$ cat src/rtl/tlg5pdf_pkg.sv
// Package for the TLG5 pixel delta filter: shared constants, register codes
// and the word type carried from the front end to the back end.
// No dependencies.
package tlg5pdf_pkg;

   // Default sizing for the top-level parameters
   localparam int MAX_WIDTH_DEFAULT   = 4096;
   localparam int BLOCK_ROWS_DEFAULT  = 4;
   localparam int QUEUE_DEPTH_DEFAULT = 4;

   // Fixed field and register widths
   localparam int CHANNEL_BITS    = 8;
   localparam int CHANNELS        = 4;
   localparam int PIXEL_BITS      = CHANNEL_BITS * CHANNELS;
   localparam int WIDTH_REG_BITS  = 13;
   localparam int HEIGHT_REG_BITS = 16;
   localparam int CSR_ADDR_BITS   = 3;
   localparam int CSR_DATA_BITS   = 32;
   localparam int USER_BITS       = 2;

   // Register index, taken from the word address
   typedef enum logic {
      REG_IMAGE_WIDTH  = 1'b0,
      REG_IMAGE_HEIGHT = 1'b1
   } reg_index_type;

   // Image geometry as programmed
   typedef struct packed {
      logic [WIDTH_REG_BITS-1:0]  image_width;
      logic [HEIGHT_REG_BITS-1:0] image_height;
   } config_type;

   // Classified pixel with the pixel above it from the line store
   typedef struct packed {
      logic [PIXEL_BITS-1:0] pixel;
      logic [PIXEL_BITS-1:0] above;
      logic                  first_row;
      logic                  first_col;
      logic                  row_end;
      logic                  block_end;
      logic                  frame_end;
   } item_type;

endpackage

$ cat src/rtl/tlg5pdf_queue.sv
// Short queue between the front end and the back end.
// Depends on tlg5pdf_pkg.
module tlg5pdf_queue #(
   parameter int DEPTH = tlg5pdf_pkg::QUEUE_DEPTH_DEFAULT
) (
   input  logic                   clock,
   input  logic                   reset,
   input  logic                   push_valid,
   output logic                   push_ready,
   input  tlg5pdf_pkg::item_type  push_item,
   output logic                   pop_valid,
   input  logic                   pop_ready,
   output tlg5pdf_pkg::item_type  pop_item
);

   localparam int AW  = (DEPTH > 1) ? $clog2(DEPTH) : 1;
   localparam int CNW = $clog2(DEPTH + 1);

   tlg5pdf_pkg::item_type entry_ff [DEPTH];
   logic [AW-1:0]  wr_ptr_ff, wr_ptr_in;
   logic [AW-1:0]  rd_ptr_ff, rd_ptr_in;
   logic [CNW-1:0] count_ff, count_in;
   logic           push_fire, pop_fire;

   assign push_ready = (count_ff != CNW'(DEPTH));
   assign pop_valid  = (count_ff != '0);
   assign push_fire  = push_valid && push_ready;
   assign pop_fire   = pop_valid && pop_ready;
   assign pop_item   = entry_ff[rd_ptr_ff];

   // Advance pointers and fill count
   always_comb begin
      wr_ptr_in = wr_ptr_ff;
      rd_ptr_in = rd_ptr_ff;
      count_in  = count_ff;
      if (push_fire) begin
         wr_ptr_in = (wr_ptr_ff == AW'(DEPTH - 1)) ? '0 : wr_ptr_ff + AW'(1);
      end
      if (pop_fire) begin
         rd_ptr_in = (rd_ptr_ff == AW'(DEPTH - 1)) ? '0 : rd_ptr_ff + AW'(1);
      end
      if (push_fire && !pop_fire) begin
         count_in = count_ff + CNW'(1);
      end else if (pop_fire && !push_fire) begin
         count_in = count_ff - CNW'(1);
      end
   end

   always_ff @(posedge clock) begin
      if (reset) begin
         wr_ptr_ff <= '0;
         rd_ptr_ff <= '0;
         count_ff  <= '0;
      end else begin
         wr_ptr_ff <= wr_ptr_in;
         rd_ptr_ff <= rd_ptr_in;
         count_ff  <= count_in;
      end
   end

   // Store the pushed word
   always_ff @(posedge clock) begin
      if (push_fire) begin
         entry_ff[wr_ptr_ff] <= push_item;
      end
   end

`ifndef ASSERT_OFF
   a_count_bound: assert property (@(posedge clock) disable iff (reset)
      count_ff <= CNW'(DEPTH))
      else $error("queue count beyond depth");

   a_count_grow: assert property (@(posedge clock) disable iff (reset)
      push_fire && !pop_fire |=> count_ff == CNW'($past(count_ff) + CNW'(1)))
      else $error("queue count did not grow on push");
`endif

endmodule

$ cat config.mk
export PLATFORM = sky130hd
export DESIGN_NAME = tlg5pdf_queue
export DESIGN_NICKNAME = d
export VERILOG_FILES = /design/src/rtl/tlg5pdf_pkg.sv /design/src/rtl/tlg5pdf_queue.sv
export SDC_FILE = /design/constraint.sdc
export NUM_CORES = 1
export LEC_CHECK = 0
export BUFFER_PORTS_ARGS = -buffer_cell sky130_fd_sc_hd__buf_2
export CAP_MARGIN = 10
export CORE_MARGIN = 3
export CORE_UTILIZATION = 30
export DETAILED_ROUTE_END_ITERATION = 10
export GPL_TIMING_DRIVEN = 1
export PLACE_DENSITY_LB_ADDON = 0.2
export SLEW_MARGIN = 0
export SYNTH_ARGS = -nofsm -noshare
export SYNTH_HDL_FRONTEND = slang
export SYNTH_SLANG_ARGS = --single-unit
$ cat constraint.sdc
create_clock -name clock -period 6.6 [get_ports clock]
set_input_delay 0.33 -clock clock [delete_from_list [all_inputs] [get_ports clock]]
set_output_delay 0.33 -clock clock [all_outputs]
set_load 0.02 [all_outputs]
==> results.cfg, run 1 <==
[timing]
grt_setup_unrepaired = no
fin_crit_sh_pct = 49.4
hold_viol_final = 0
drv_slew = 0
fmax_mhz = 307
clock-skew-final_ps = 9.05
setup_viol = 0
hold_ws_ps = 33.8
post-route-min-period_ps = 3260
tightest_slew_ps = 1110
timing.slew.headroom_pct = 26.1
fin_setup_tns_ps = 0

[clock_tree]
cts_tree = done
path_clk_slew_ps = 60
cts_max_level = 1
cts.sinks = 285
clk_path_buf_depth = 3
cts_root_buffer = clkbuf_16
cts_buffers = 29
clk_latency_ps = 530

[detailed_routing]
via_count = 4973
post_drt_wl_per_cell_um = 18.7
wirelength_um = 20700
first_iter_violations = 222
drcViolationCount = 0
postRouteAntennaNets = 0
avgViaCountPerCell = 4.49
drt_first_pass_iters = 4

[setup_path]
r2r_start = count_ff[1]
critPathTopFamily = buffers and inverters
cp_num_buf_inv = 2
slowest_delay_ps = 840
critPathKind = flop to output pin
cp.depth = 3
r2r-end = count_ff[2]
worstSetupEndpointType = output pin
crit_chain = buf_4 > mux4_2 > buf_2
critPathLaunchType = flop
cp.arrival_ps = 2930
slowest_stage = dfxtp_4
worstRegToRegCells = 7
cp.required_ps = 6270
regToRegSetupSlack_ps = 4140
crit_fanout = 37
endpoint = pop_item[62]

[logic_synthesis]
synthArstFlopShare_pct = 0
seq_area_frac_synth_pct = 81.2
synthFlopType = edfxtp_1
synth_area_leaders = edfxtp_1, mux4_2, dfxtp_1
ys_ff_latch = 285
synth.most_common_cell = edfxtp_1
synthCells = 409
syn_nets = 489
yosys_warnings = 0
ys_types = 25
yosysTopAreaCell = edfxtp_1
syn_avg_cell_area_um2 = 25.5
synth_common_cells = edfxtp_1, mux4_2, dfxtp_1, buf_2
synth-edff-count = 276
syn_area_mm2 = 0.0104
synth_top_cell_area_share_pct = 79.5

[die]
pin_count = 144
core_mm2 = 0.0339
initial_core_util_pct = 30.8
num_rows = 67
die-area_mm2 = 0.0370
die_x_um = 192
die_h_um = 192

[placement]
io_buffers = 143
gp_congestion = 0.720
place_hpwl_um = 11900

[power]
peakVddDrop_v = 0.000216
leakage_nw = 4.43
p_per_area_mw_per_mm2 = 370

[worst_hold_path]
hp-class = input pin to flop

[global_routing]
grt_overflow = 0
grt_max_degree = 70
grt_pass1_wl_um = 31700
grt_pass1_vias = 5454
grtUsageTotal_pct = 11.2
antenna_found_initial = 0

[final_layout]
drive_gt1_share_pct = 40.7
diodes = 0
final_util_pct = 39.1
fillers = 3105
syn2layout_area_growth_pct = 27.0
final_nets = 717

[run_status]
status = complete, no violations

[flow_run]
maxCapViolCount = 0
==> repair_timing <==
action	CTS	global route
resized for setup	0	0
hold endpoints to repair	268	0
hold buffers	67	0
setup buffers	0	0
==> worst register-to-register path: cells and delay by family (launching register included) <==
| kind | cells | cell delay [ps] |
|---|---|---|
| AO/OA/AOI/OAI | 2 | 700 |
| XOR/XNOR | 1 | 180 |
| adder cells (fa/ha/maj) | 2 | 690 |
| buffers and inverters | 1 | 70 |
| flip-flops | 1 | 360 |
| AND/OR/NAND/NOR | 1 | 410 |
==> layer usage <==
layer,GRT usage (%),vias to the layer above,share of wire [%]
met3,3.07,35,6.7
met1,15.2,2617,44
met4,2.83,0,2.0
met2,18.0,119,47
met5,0,-,0
li1,-,2202,-
==> through the flow <==
step / cell area [um2] / power [mW] / worst slack [ps] / std cells
4_1_cts: 13200 / 4.99 / 3170 / 1107
5_1_grt: 13200 / 5.15 / 3010 / 1107
3_3_place_gp: 11700 / 3.36 / 3750 / 987
3_5_place_dp: 11700 / 3.38 / 3760 / 987
2_1_floorplan: 10400 / 3.02 / 4410 / 409
6_report: 13200 / 4.90 / 3340 / 1107
==> kinds of logic (layout without fill, tap and decap cells) <==
logic type / after synthesis / after routing / synth area share (%)
xor+xnor: 2 / 2 / 0.168
flops: 285 / 285 / 81.2
mux: 72 / 72 / 15.2
buf+inv: 21 / 271 / 1.14
fa+ha+maj: 7 / 7 / 0.912
simple gates: 17 / 17 / 1.02
compound gates: 5 / 5 / 0.336
==> layout by cell type (no fill, tap or decap), drive strengths merged <==
cell type    synthesis  routed
nor2                 3       3
dlygate4sd3          0      67
mux4                69      69
inv                  3       4
nand2                1       1
a21oi                2       2
xor2                 2       2
dfxtp                9       9
o31ai                2       2
o21ai                1       1
nor3                 1       1
ha                   6       6
or3                  3       3
fa                   1       1
and3                 4       4
bufinv               0       3
clkinv               0      16
edfxtp             276     276
buf                 12     148
mux2i                3       3
and2                 1       1
clkbuf               6      33
nand3                1       1
nand2b               2       2
or3b                 1       1
==> final cells by class <==
type	count	area [um2]	area share [%]
clock inverter	20	173	1.30
sequential	285	8480	64.0
multi-input combinational	103	1850	14.0
clock buffer	33	741	5.60
tap	448	561	4.23
timing repair buffer	215	1420	10.8
inverter	3	11.3	0.0851
==> worst min-delay path by stage <==
stage / from / end / slack (ps) / depth (start not counted)
CTS: push_item[49] / entry_ff[3][49] / 2 / 1
global route: push_item[49] / entry_ff[0][49] / 2 / 1
finish: push_item[49] / entry_ff[3][49] / 30 / 1
floorplan: push_item[0] / entry_ff[0][0] / 430 / 0
detailed placement: rd_ptr_ff[0] / flop / 480 / 2
global placement: rd_ptr_ff[0] / flop / 460 / 2
==> registers in the layout (all words and copies together) (netlist names), named ones only <==
register and count:
count_ff 3, entry_ff 276, rd_ptr_ff 2, wr_ptr_ff 2
==> power by group <==
group	leakage (nW)	internal [mW]	total (mW)	switching, mW
Sequential	2.60	2.19	2.31	0.114
Clock	0.453	0.918	1.56	0.642
Combinational	1.38	0.448	1.03	0.583
No activity file was read; power rests on OpenSTA's default activity.
==> inputs of run 2 (changes only) <==
Settings changed: ABC_AREA set to 1.
Clock period 6.6 ns to 3.05 ns, I/O delays scaled along.
==> run 2 against run 1 <==
Cell area up 2.1%. Non-clock buffer count up 15. Clock-buffer cell count up 8. Total power up 140%. Wire length up 25%. Synthesized cell count up 80%. Combinational power rose to 3.5 times the previous value. Clock power up 110%. Clock skew up 2.0 ps. Die area up 2.8%. Register-to-register slack worse by 3200 ps. Global-route usage up 2.0 points.
==> results.cfg, run 2 <==
[logic_synthesis]
muxShareOfSynthArea_pct = 0
synth_area_leaders = edfxtp_1, nor2_1, o21ai_0
synth_top_cell_area_share_pct = 77.2
seq_area_frac_synth_pct = 78.9
synthArstFlopShare_pct = 0
synth-xor-area-share_pct = 0.0816
synthFlopType = edfxtp_1
synth-simple-area-share_pct = 6.16
yosys_warnings = 0
synthCells = 736
ys_ff_latch = 285
syn_nets = 816
synth-edff-count = 276
syn_avg_cell_area_um2 = 14.6
synthAdderAreaFrac_pct = 0.886
synth_common_cells = edfxtp_1, nor2_1, o21ai_0, o22ai_1, o21ai_1
synth.most_common_cell = edfxtp_1
synth_compound_area_share_pct = 10.6
yosysTopAreaCell = edfxtp_1
synth_top_family_by_area = compound AO/OA/AOI/OAI gates
ys_types = 23
syn_area_mm2 = 0.0107

[worst_hold_path]
hold_depth = 3
hp-class = input pin to flop

[timing]
fin_crit_sh_pct = 84.1
tightest_slew_ps = 827
hold_ws_ps = 324
setup_viol = 0
clock-skew-final_ps = 11.0
timing.slew.headroom_pct = 44.9
hold_viol_final = 0
setup_ws_ps = 486
grt_setup_unrepaired = no
post-route-min-period_ps = 2560
drv_slew = 0
fmax_mhz = 390
fin_setup_tns_ps = 0

[setup_path]
crit_fanout = 60
worstRegToRegCells = 9
critPathLaunchType = flop
cp.arrival_ps = 2410
worstSetupEndpointType = output pin
critPathKind = flop to output pin
cp.required_ps = 2900

[flow_run]
maxCapViolCount = 0

[final_layout]
largest_register_ffs = 276
final_util_pct = 38.7
drive_gt1_share_pct = 20.7
syn2layout_area_growth_pct = 25.9
fillers = 3344
regMostFlops = entry_ff
final_nets = 1035
reg_top3 = entry_ff (276), count_ff (3)
mostFrequentLayoutCells = edfxtp_1, nor2_1, buf_2
final_common_cell = edfxtp_1
fin_cells = 1435

[clock_tree]
cts_tree = done
cts.sinks = 285
clk_path_buf_depth = 3
cts_root_buffer = clkbuf_16
cts_max_level = 1
cts_buffers = 31
path_clk_slew_ps = 60
post_cts.repair.setup_buffers = 0
clk_latency_ps = 550

[die]
pin_count = 144
initial_core_util_pct = 30.8
num_rows = 68
die-area_mm2 = 0.0381
die_x_um = 195
core_mm2 = 0.0349
die_h_um = 195

[detailed_routing]
wirelength_um = 25700
drt_first_pass_iters = 4
via_count = 6604
first_iter_violations = 374
post_drt_wl_per_cell_um = 17.9
postRouteAntennaNets = 0
avgViaCountPerCell = 4.60
drcViolationCount = 0

[global_routing]
grt_pass1_wl_um = 39700
antenna_found_initial = 2
grt_pass1_vias = 6648
grtUsageTotal_pct = 13.2
grt_overflow = 0
grt_max_degree = 99

[placement]
io_buffers = 143
gp_congestion = 0.733
dp.cells = 1305
post-place-ws_ps = 951
place_hpwl_um = 14400

[run_status]
status = complete, no violations

[power]
p_per_area_mw_per_mm2 = 878
peakVddDrop_v = 0.000590
leakage_nw = 4.74
run 2: power breakdown:
group          switching, mW  internal, mW
registers              0.155          4.78
logic                   2.55          1.08
clock network           1.45          1.85
run 2: final timing paths:
kind               startpoint           end  slack (ps)
setup reg to reg  count_ff[0]   count_ff[1]         920
hold reg to reg   count_ff[1]   count_ff[1]         530
setup / recovery         flop  pop_item[67]         490
hold / removal          reset   count_ff[0]         320
run 2: per-layer routing:
layer  vias to the layer above  GRT usage, %  part of all wire [%]
met3                        30          2.78                   4.6
met2                       136          20.9                    46
met4                         2          3.41                   2.0
li1                       3198             -                     -
met5                         -             0                 0.051
met1                      3238          18.5                    47
run 2: layout make-up:
| cell class | instances | area [um2] | area share, % |
|---|---|---|---|
| clock inverters | 16 | 71.3 | 0.528 |
| well taps | 455 | 569 | 4.21 |
| diodes | 1 | 2.50 | 0.0185 |
| repair buffers | 230 | 1590 | 11.7 |
| flip-flops and latches | 285 | 8470 | 62.7 |
| multi-input cells | 391 | 1930 | 14.3 |
| inverters | 16 | 62.6 | 0.463 |
| clock buffers | 41 | 813 | 6.02 |
run 2: logic make-up (layout without fill, tap and decap cells):
kind of cell | after synthesis | count (layout)
fa+ha+maj | 7 | 7
other cells | 0 | 1
xor+xnor | 1 | 1
compound gates | 210 | 210
buf+inv | 60 | 303
flops | 285 | 285
simple gates | 173 | 173
run 2: stage by stage:
stage	instance area, um2	power, mW
5_1_grt	13500	12.5
6_report	13500	11.9
2_1_floorplan	10700	7.36
4_1_cts	13500	12.1
3_5_place_dp	11900	8.65
3_3_place_gp	11900	8.64
run 2: worst max-delay path, stage by stage (launching register included):
cell and delay, ps:
dfxtp_4 490, inv_4 380, buf_12 320, o21ai_0 120, o22ai_1 250, buf_2 230
run 2: timing repair:
action                    in CTS  in global routing
resized for setup              0                  0
hold buffers                  72                  0
hold endpoints to repair     283                  0
