[config.mk]
export PLATFORM = sky130hd
export DESIGN_NAME = tlg5pdf_back
export DESIGN_NICKNAME = d
export VERILOG_FILES = /design/src/rtl/tlg5pdf_pkg.sv /design/src/rtl/tlg5pdf_back.sv
export SDC_FILE = /design/constraint.sdc
export NUM_CORES = 1
export LEC_CHECK = 0
export BUFFER_PORTS_ARGS = -buffer_cell sky130_fd_sc_hd__buf_4
export CAP_MARGIN = 30
export CORE_UTILIZATION = 45
export CTS_CLUSTER_SIZE = 24
export DETAILED_ROUTE_END_ITERATION = 12
export HOLD_SLACK_MARGIN = 0.08
export PLACE_DENSITY = 0.67
export SYNTH_ARGS = -nofsm -noshare
export SYNTH_HDL_FRONTEND = slang
export SYNTH_SLANG_ARGS = --single-unit
[constraint.sdc]
create_clock -name clock -period 6.9 [get_ports clock]
set_clock_uncertainty 0.2 [all_clocks]
set_input_delay 1.035 -clock clock [delete_from_list [all_inputs] [get_ports clock]]
set_output_delay 1.035 -clock clock [all_outputs]
set_load 0.02 [all_outputs]
[src/rtl/tlg5pdf_pkg.sv]
// Package for the TLG5 pixel delta filter: shared constants, register codes
// and the word type carried from the front end to the back end.
// No dependencies.
package tlg5pdf_pkg;

   // Default sizing for the top-level parameters
   localparam int MAX_WIDTH_DEFAULT   = 4096;
   localparam int BLOCK_ROWS_DEFAULT  = 4;
   localparam int QUEUE_DEPTH_DEFAULT = 4;

   // Fixed field and register widths
   localparam int CHANNEL_BITS    = 8;
   localparam int CHANNELS        = 4;
   localparam int PIXEL_BITS      = CHANNEL_BITS * CHANNELS;
   localparam int WIDTH_REG_BITS  = 13;
   localparam int HEIGHT_REG_BITS = 16;
   localparam int CSR_ADDR_BITS   = 3;
   localparam int CSR_DATA_BITS   = 32;
   localparam int USER_BITS       = 2;

   // Register index, taken from the word address
   typedef enum logic {
      REG_IMAGE_WIDTH  = 1'b0,
      REG_IMAGE_HEIGHT = 1'b1
   } reg_index_type;

   // Image geometry as programmed
   typedef struct packed {
      logic [WIDTH_REG_BITS-1:0]  image_width;
      logic [HEIGHT_REG_BITS-1:0] image_height;
   } config_type;

   // Classified pixel with the pixel above it from the line store
   typedef struct packed {
      logic [PIXEL_BITS-1:0] pixel;
      logic [PIXEL_BITS-1:0] above;
      logic                  first_row;
      logic                  first_col;
      logic                  row_end;
      logic                  block_end;
      logic                  frame_end;
   } item_type;

endpackage

[src/rtl/tlg5pdf_back.sv]
// Back end: forms vertical and horizontal deltas, decorrelates colour and
// holds the result word in the output register.
// Depends on tlg5pdf_pkg.
module tlg5pdf_back (
   input  logic                                  clock,
   input  logic                                  reset,
   input  logic                                  item_valid,
   output logic                                  item_ready,
   input  tlg5pdf_pkg::item_type                 item,
   output logic                                  rsp_tvalid,
   input  logic                                  rsp_tready,
   output logic [tlg5pdf_pkg::PIXEL_BITS-1:0]    rsp_tdata,
   output logic [tlg5pdf_pkg::USER_BITS-1:0]     rsp_tuser,
   output logic                                  rsp_tlast
);

   localparam int CB = tlg5pdf_pkg::CHANNEL_BITS;
   localparam int NC = tlg5pdf_pkg::CHANNELS;

   logic [NC-1:0][CB-1:0] prior_ff, prior_in;
   logic [NC-1:0][CB-1:0] delta, res;
   logic [tlg5pdf_pkg::PIXEL_BITS-1:0] data_in, out_data_ff;
   logic [tlg5pdf_pkg::USER_BITS-1:0]  out_user_ff;
   logic                               out_last_ff;
   logic                               out_valid_ff, out_valid_in;
   logic                               pop;

   assign item_ready = !out_valid_ff || rsp_tready;
   assign pop        = item_valid && item_ready;

   // Vertical delta, then horizontal residual, per channel
   always_comb begin
      for (int c = 0; c < NC; c++) begin
         delta[c] = item.first_row ? item.pixel[c*CB +: CB]
                                   : item.pixel[c*CB +: CB] - item.above[c*CB +: CB];
         res[c]   = delta[c] - (item.first_col ? CB'(0) : prior_ff[c]);
      end
      prior_in = pop ? delta : prior_ff;
      // Planes: B-G, G, R-G, A
      data_in = {res[3], res[2] - res[1], res[1], res[0] - res[1]};
   end

   assign out_valid_in = pop || (out_valid_ff && !rsp_tready);

   always_ff @(posedge clock) begin
      if (reset) begin
         prior_ff     <= '0;
         out_valid_ff <= 1'b0;
      end else begin
         prior_ff     <= prior_in;
         out_valid_ff <= out_valid_in;
      end
   end

   // Load the result word
   always_ff @(posedge clock) begin
      if (pop) begin
         out_data_ff <= data_in;
         out_user_ff <= {item.block_end, item.row_end};
         out_last_ff <= item.frame_end;
      end
   end

   assign rsp_tvalid = out_valid_ff;
   assign rsp_tdata  = out_data_ff;
   assign rsp_tuser  = out_user_ff;
   assign rsp_tlast  = out_last_ff;

endmodule
==> qor.csv, run 1 <==
stage;metric;value;unit
die;die_h;112.4;µm
worst_setup_path;start_kind;input pin;
worst_setup_path;criticalPathCategory;in2reg;
timing;slew_viol_final;0;
yosys;synth_ff_type;edfxtp_1;
timing;tns;0;ns
grt;grt_pass1_wl;20660;µm
yosys;synth_edf_count;35;
yosys;synthArstFlopShare;0;
job;drv_cap;0;
power;design_power_total;0.002071;W
clock_tree;cts_tree;done;
placed_design;placement.io_buffers;109;
final_layout;fin_cells;864;
timing;hold_viol;0;
timing;worst_pin_slew;0.6232;ns
route;vias;4463;
grt;grt_pass1_vias;4584;
grt;grt_use_total;0.2042;
power;powerDensity;307.2;nW/µm²
die;die-area;12640;µm²
final_layout;fill_cells;1035;
yosys;synth_cell_types;52;
grt;antenna_found_initial;0;
die;die_w;112.4;µm
placed_design;hpwl;9189;µm
timing;grt_setup_unrepaired;no;
final_layout;diodes;0;
worst_setup_path;worstPathRequired;6.77;ns
die;fp-row-count;39;
yosys;synth_fp_nets;764;
route;ant_nets;0;
final_layout;area_delta_synth_final;22.82;%
clock_tree;cts_made_buffers;9;
worst_setup_path;critPathArrivalTime;5.44;ns
clock_tree;cts.clk_slew.worst_paths;0.06;ns
route;routed_wl;12330;µm
final_layout;nets;865;
grt;grt_max_degree;61;
timing;fmax;179.5;MHz
clock_tree;root_buffer;clkbuf_16;
worst_setup_path;critPathMaxFanout;5;
route;viasPerCell;5.166;
clock_tree;insertion_delay;0.33;ns
timing;setup_viol;0;
status;status;finished, final reports clean;
clock_tree;cts_setup_buffers;0;
timing;min_period_over_period;0.8074;
route;drc;0;
yosys;synth_seq_cells;68;
worst_hold_path;holdCritPathClass;reg2reg;
route;drtIter0Drc;151;
die;ioPinCount;110;
clock_tree;cts.sinks;68;
clock_tree;cts_max_path_buffers;2;
clock_tree;cts_resized;0;
yosys;ys_warn_count;0;
worst_setup_path;end_kind;register;
yosys;synth_area;5488;µm²
power;vdd_drop_max;0.1278;mV
die;core-area;11660;µm²
yosys;synth_cells;615;
placed_design;placed_cells;848;
placed_design;gp_congestion;0.8391;
timing;min_period;5.571;ns
final_layout;drive_gt1_frac;0.2011;
power;leakage;3.075;nW
clock_tree;hold_buffers;0;
yosys;seq_area_frac_synth;0.3119;
clock_tree;htree_num_levels;3;
grt;grt-ovfl-total;0;
timing;relSlewSlack;0.5815;
route;drt-wirelength-per-cell;14.27;µm
die;initial_core_util;0.4706;
route;firstDrtPassIters;4;
yosys;avgSynthCellArea;8.923;µm²
[final cells by class]
cell class | instances | area, µm² | area share
clock inverter | 5 | 85.08 | 0.01262
sequential | 68 | 1712 | 0.2539
inverter | 69 | 259.0 | 0.03843
clock buffer | 11 | 242.7 | 0.03601
tap | 143 | 178.9 | 0.02655
multi-input combinational | 457 | 3430 | 0.5088
timing repair buffer | 111 | 833.3 | 0.1236
[where the power goes]
part	total (W)	switching, W	internal, W	leakage, nW
Clock	0.000505	0.000177	0.000328	0.156
Sequential	0.000578	0.0000255	0.000552	0.612
Combinational	0.000988	0.000535	0.000453	2.31
[layer usage]
| metal | GRT usage | share of wire | up-vias |
|---|---|---|---|
| li1 | - | - | 2287 |
| met1 | 0.2505 | 0.46 | 2057 |
| met2 | 0.3648 | 0.49 | 106 |
| met3 | 0.03240 | 0.039 | 13 |
| met4 | 0.06844 | 0.014 | 0 |
| met5 | 0 | 0 | - |
[per-stage QoR]
step | hold slack (ns) | cell area [µm²] | utilization | setup WS, ns
3_3_place_gp | 0.2438 | 6412 | 0.5498 | 1.189
5_1_grt | 0.2828 | 6740 | 0.5779 | 1.018
2_1_floorplan | 0.2368 | 5488 | - | 1.450
3_5_place_dp | 0.2512 | 6412 | 0.5498 | 0.9968
4_1_cts | 0.2597 | 6740 | 0.5779 | 1.307
6_report | 0.2564 | 6740 | 0.5779 | 1.329
[synth_stat cells (all sizes together) (4+ instances only)]
cell / number / area [µm²]
dfxtp: 33 / 660.6
a31oi: 4 / 31.28
nor2: 74 / 277.8
edfxtp: 35 / 1051
inv: 69 / 259.0
fa: 18 / 360.4
mux2: 6 / 67.56
a211oi: 11 / 82.58
a21o: 16 / 121.4
o21bai: 9 / 67.56
a21oi: 47 / 239.0
nand2: 30 / 112.6
o21ai: 23 / 115.1
nor2b: 21 / 131.4
clkbuf: 15 / 56.30
xnor2: 34 / 297.8
xor2: 16 / 140.1
nand2b: 22 / 137.6
nor3b: 5 / 37.54
mux2i: 4 / 40.04
nor3: 20 / 100.1
buf: 6 / 31.27
ha: 58 / 725.7
o21a: 8 / 60.06
[kinds of logic after synthesis]
logic type | Yosys count | share of synthesized area
compound gates | 131 | 0.1521
fa+ha+maj | 76 | 0.1979
mux | 10 | 0.01961
xor+xnor | 52 | 0.08823
simple gates | 188 | 0.1671
buf+inv | 90 | 0.06315
flops | 68 | 0.3119
[worst paths after layout]
kind	slack, ns	start	cells past startpoint	endpoint
setup / recovery	1.33	item[45]	23	rsp_tdata[23]
hold / removal	0.26	prior_ff[0]	2	prior_ff[0]
setup reg to reg	2.69	prior_ff[8]	15	rsp_tdata[23]
hold reg to reg	0.26	prior_ff[0]	2	prior_ff[0]
[registers in the layout (all words and copies together), names as in the netlist]
register and count:
prior_ff 32, rsp_tuser 2, rsp_tdata 32, rsp_tvalid 1
rsp_tlast 1
[critical path: stages]
cell and delay (ns):
buf_4 0.11, inv_1 0.06, ha_1 0.16, inv_1 0.05, fa_1 0.42, mux2i_1 0.31, inv_1 0.09, ha_1 0.29
nor2b_1 0.12, o21ai_0 0.12, or2b_2 0.34, o221ai_2 0.09, nand2_1 0.09, xor2_1 0.44, xor2_1 0.24, ha_1 0.27
ha_1 0.34, o21a_1 0.13, a21o_1 0.18, a21oi_1 0.18, xnor2_1 0.16, xnor2_1 0.15, xnor2_1 0.08
[placed cells by master (no fill, tap or decap), types with 2 or more instances in the layout]
cell       Yosys  final
o21ai_0       23     23
o31ai_1        2      2
o21bai_1       9      9
nor2b_1       21     21
nor3_1        20     20
a31oi_1        3      3
bufinv_16      0      2
xor2_1        16     16
a211oi_1      11     11
a21oi_1       46     46
nand3b_1       2      2
buf_4          0    111
nand3_1        3      3
dfxtp_1       33     33
nand2_1       30     30
fa_1          18     18
mux2i_1        4      4
xnor2_1       34     34
a21o_1        15     15
nand2b_1      22     22
mux2_2         6      6
ha_1          58     58
nor4b_1        2      2
or2b_2         3      3
clkinv_4       0      2
edfxtp_1      35     35
inv_1         68     68
o211ai_1       3      3
nor3b_1        5      5
o21a_1         8      8
clkbuf_16      0      9
nor2_1        74     74
Power figures use the tool's default switching activity.
==> run 2, diff against run 1 <==
PLACE_DENSITY = 0.7   (was 0.67)
clock period = 4.85 ns   (was 6.9 ns; I/O delays follow)
==> run 2 against run 1 <==
Via count is 6.9% higher. Largest power group unchanged. Utilization increased by 4.4 points. First-iteration DRC count increased by 62%. Final cell count up 5.8%. Register-to-register slack got worse by 1.8 ns. Combinational power rose by 78%.
==> qor.csv, run 2 (synthesis results as in run 1) <==
stage;metric;value;unit
final_layout;drive_gt1_frac;0.2763;
grt;use_met1;0.2530;
clock_tree;insertion_delay;0.34;ns
timing;fmax;210.5;MHz
worst_setup_path;end_kind;register;
grt;grt_pass1_wl;21790;µm
power;leakage;3.334;nW
final_layout;final_common_cell;buf_4;
worst_setup_path;worstPathRequired;4.73;ns
grt;use_met2;0.4075;
grt;grt-ovfl-total;0;
timing;finalWorstSetupSlack;0.09944;ns
placed_design;placement.io_buffers;109;
route;routed_wl;13190;µm
die;die-area;12640;µm²
timing;slew_viol_final;0;
worst_setup_path;critPathArrivalTime;4.63;ns
die;die_h;112.4;µm
timing;tns;0;ns
route;viasPerCell;5.219;
route;drc;0;
timing;min_period;4.751;ns
clock_tree;htree_num_levels;3;
power;vdd_drop_max;0.2128;mV
placed_design;gp_congestion;0.7996;
worst_setup_path;criticalPathCategory;in2reg;
route;drtIter0Drc;245;
final_layout;nets;915;
power;powerDensity;446.8;nW/µm²
die;core-area;11660;µm²
job;drv_cap;0;
clock_tree;cts.clk_slew.worst_paths;0.06;ns
grt;grt_pass1_vias;4847;
final_layout;area_delta_synth_final;32.24;%
timing;setup_viol;0;
clock_tree;cts.sinks;68;
grt;use_met3;0.02808;
route;drt-wirelength-per-cell;14.43;µm
route;ant_nets;0;
grt;grt_use_total;0.2163;
grt;grt_max_degree;52;
route;firstDrtPassIters;4;
final_layout;layout_common_cells;buf_4 (159), nor2_1 (74), inv_1 (66), ha_1 (55), a21oi_1 (43);
worst_hold_path;holdCritPathClass;reg2reg;
die;die_w;112.4;µm
timing;grt_setup_unrepaired;yes;
clock_tree;hold_buffers;0;
status;status;finished, final reports clean;
final_layout;diodes;0;
placed_design;placed_cells;889;
clock_tree;cts_max_path_buffers;2;
timing;relSlewSlack;0.6405;
worst_setup_path;critPathMaxFanout;3;
worst_setup_path;start_kind;input pin;
die;fp-row-count;39;
timing;worst_pin_slew;0.5384;ns
final_layout;fin_cells;914;
grt;antenna_found_initial;0;
grt;grt.busiest_layer;met2;
route;vias;4770;
clock_tree;cts_made_buffers;9;
clock_tree;cts_tree;done;
timing;min_period_over_period;0.9795;
die;initial_core_util;0.4706;
final_layout;fill_cells;951;
die;ioPinCount;110;
timing;hold_viol;0;
placed_design;place_ws;-0.4801;ns
clock_tree;root_buffer;clkbuf_16;
placed_design;hpwl;9880;µm
## run 2: cell types whose count changed in the layout (fill, tap and decap cells not counted), sizes merged
cell | before | now
buf | 111 | 161
clkbuf | 11 | 9
clkinv | 2 | 4
bufinv | 2 | 1
clkinvlp | 1 | 2
## run 2: stage by stage
step / hold WS [ns] / util / area (µm²) / power (W)
2_1_floorplan: 0.2368 / - / 5550 / 0.001872
3_3_place_gp: 0.2421 / 0.5814 / 6780 / 0.002400
3_5_place_dp: 0.2484 / 0.5814 / 6780 / 0.002460
4_1_cts: 0.2568 / 0.6127 / 7146 / 0.003171
5_1_grt: 0.2768 / 0.6223 / 7257 / 0.003464
6_report: 0.2559 / 0.6223 / 7257 / 0.003242
## run 2: power breakdown
| group | total, W | internal, W | switching, W |
|---|---|---|---|
| combinational | 0.00176 | 0.000906 | 0.000859 |
| clock | 0.000657 | 0.000395 | 0.000262 |
| sequential | 0.000820 | 0.000785 | 0.0000351 |
| total | 0.00324 | 0.00209 | 0.00116 |
## run 2: timing repair
item                                    4_1_cts  5_1_grt
gates cloned                                  0        0
setup buffers                                 2        6
endpoints found under the setup margin        2        2
gates resized for setup                      11       13
pin swaps                                    11       18
hold endpoints to repair                      0        0
## run 2: cell type report
cell class / count / area, µm² / area share
repair buffers: 161 / 1232 / 0.1698
clock inverters: 7 / 67.56 / 0.009310
inverters: 69 / 261.5 / 0.03603
flip-flops and latches: 68 / 1712 / 0.2359
well taps: 143 / 178.9 / 0.02466
clock buffers: 9 / 225.2 / 0.03103
multi-input cells: 457 / 3580 / 0.4933
## run 2: layer usage
layer  part of all wire  vias up
li1                   -     2389
met1               0.43     2249
met2               0.51      114
met3              0.047       18
met4              0.015        0
met5                  0        -
## run 2: final timing paths
| check | start | to | slack [ns] | cells past startpoint |
|---|---|---|---|---|
| max | item[45] | rsp_tdata[23] | 0.1 | 20 |
| min | prior_ff[26] | prior_ff[26] | 0.26 | 2 |
| max reg2reg | prior_ff[8] | rsp_tdata[23] | 0.94 | 15 |
| min reg2reg | prior_ff[26] | prior_ff[26] | 0.26 | 2 |
## run 2: worst max-delay path, stage by stage
cell and delay, ns:
buf_6 0.10, inv_4 0.05, ha_4 0.12, inv_2 0.03, fa_1 0.52, mux2i_4 0.09, buf_4 0.15, fa_1 0.45
buf_4 0.15, xnor2_1 0.21, fa_1 0.54, inv_1 0.05, ha_1 0.22, a211oi_1 0.31, o21ai_1 0.15, a21o_1 0.21
a21oi_2 0.18, xnor2_2 0.13, xnor2_1 0.15, xnor2_1 0.09
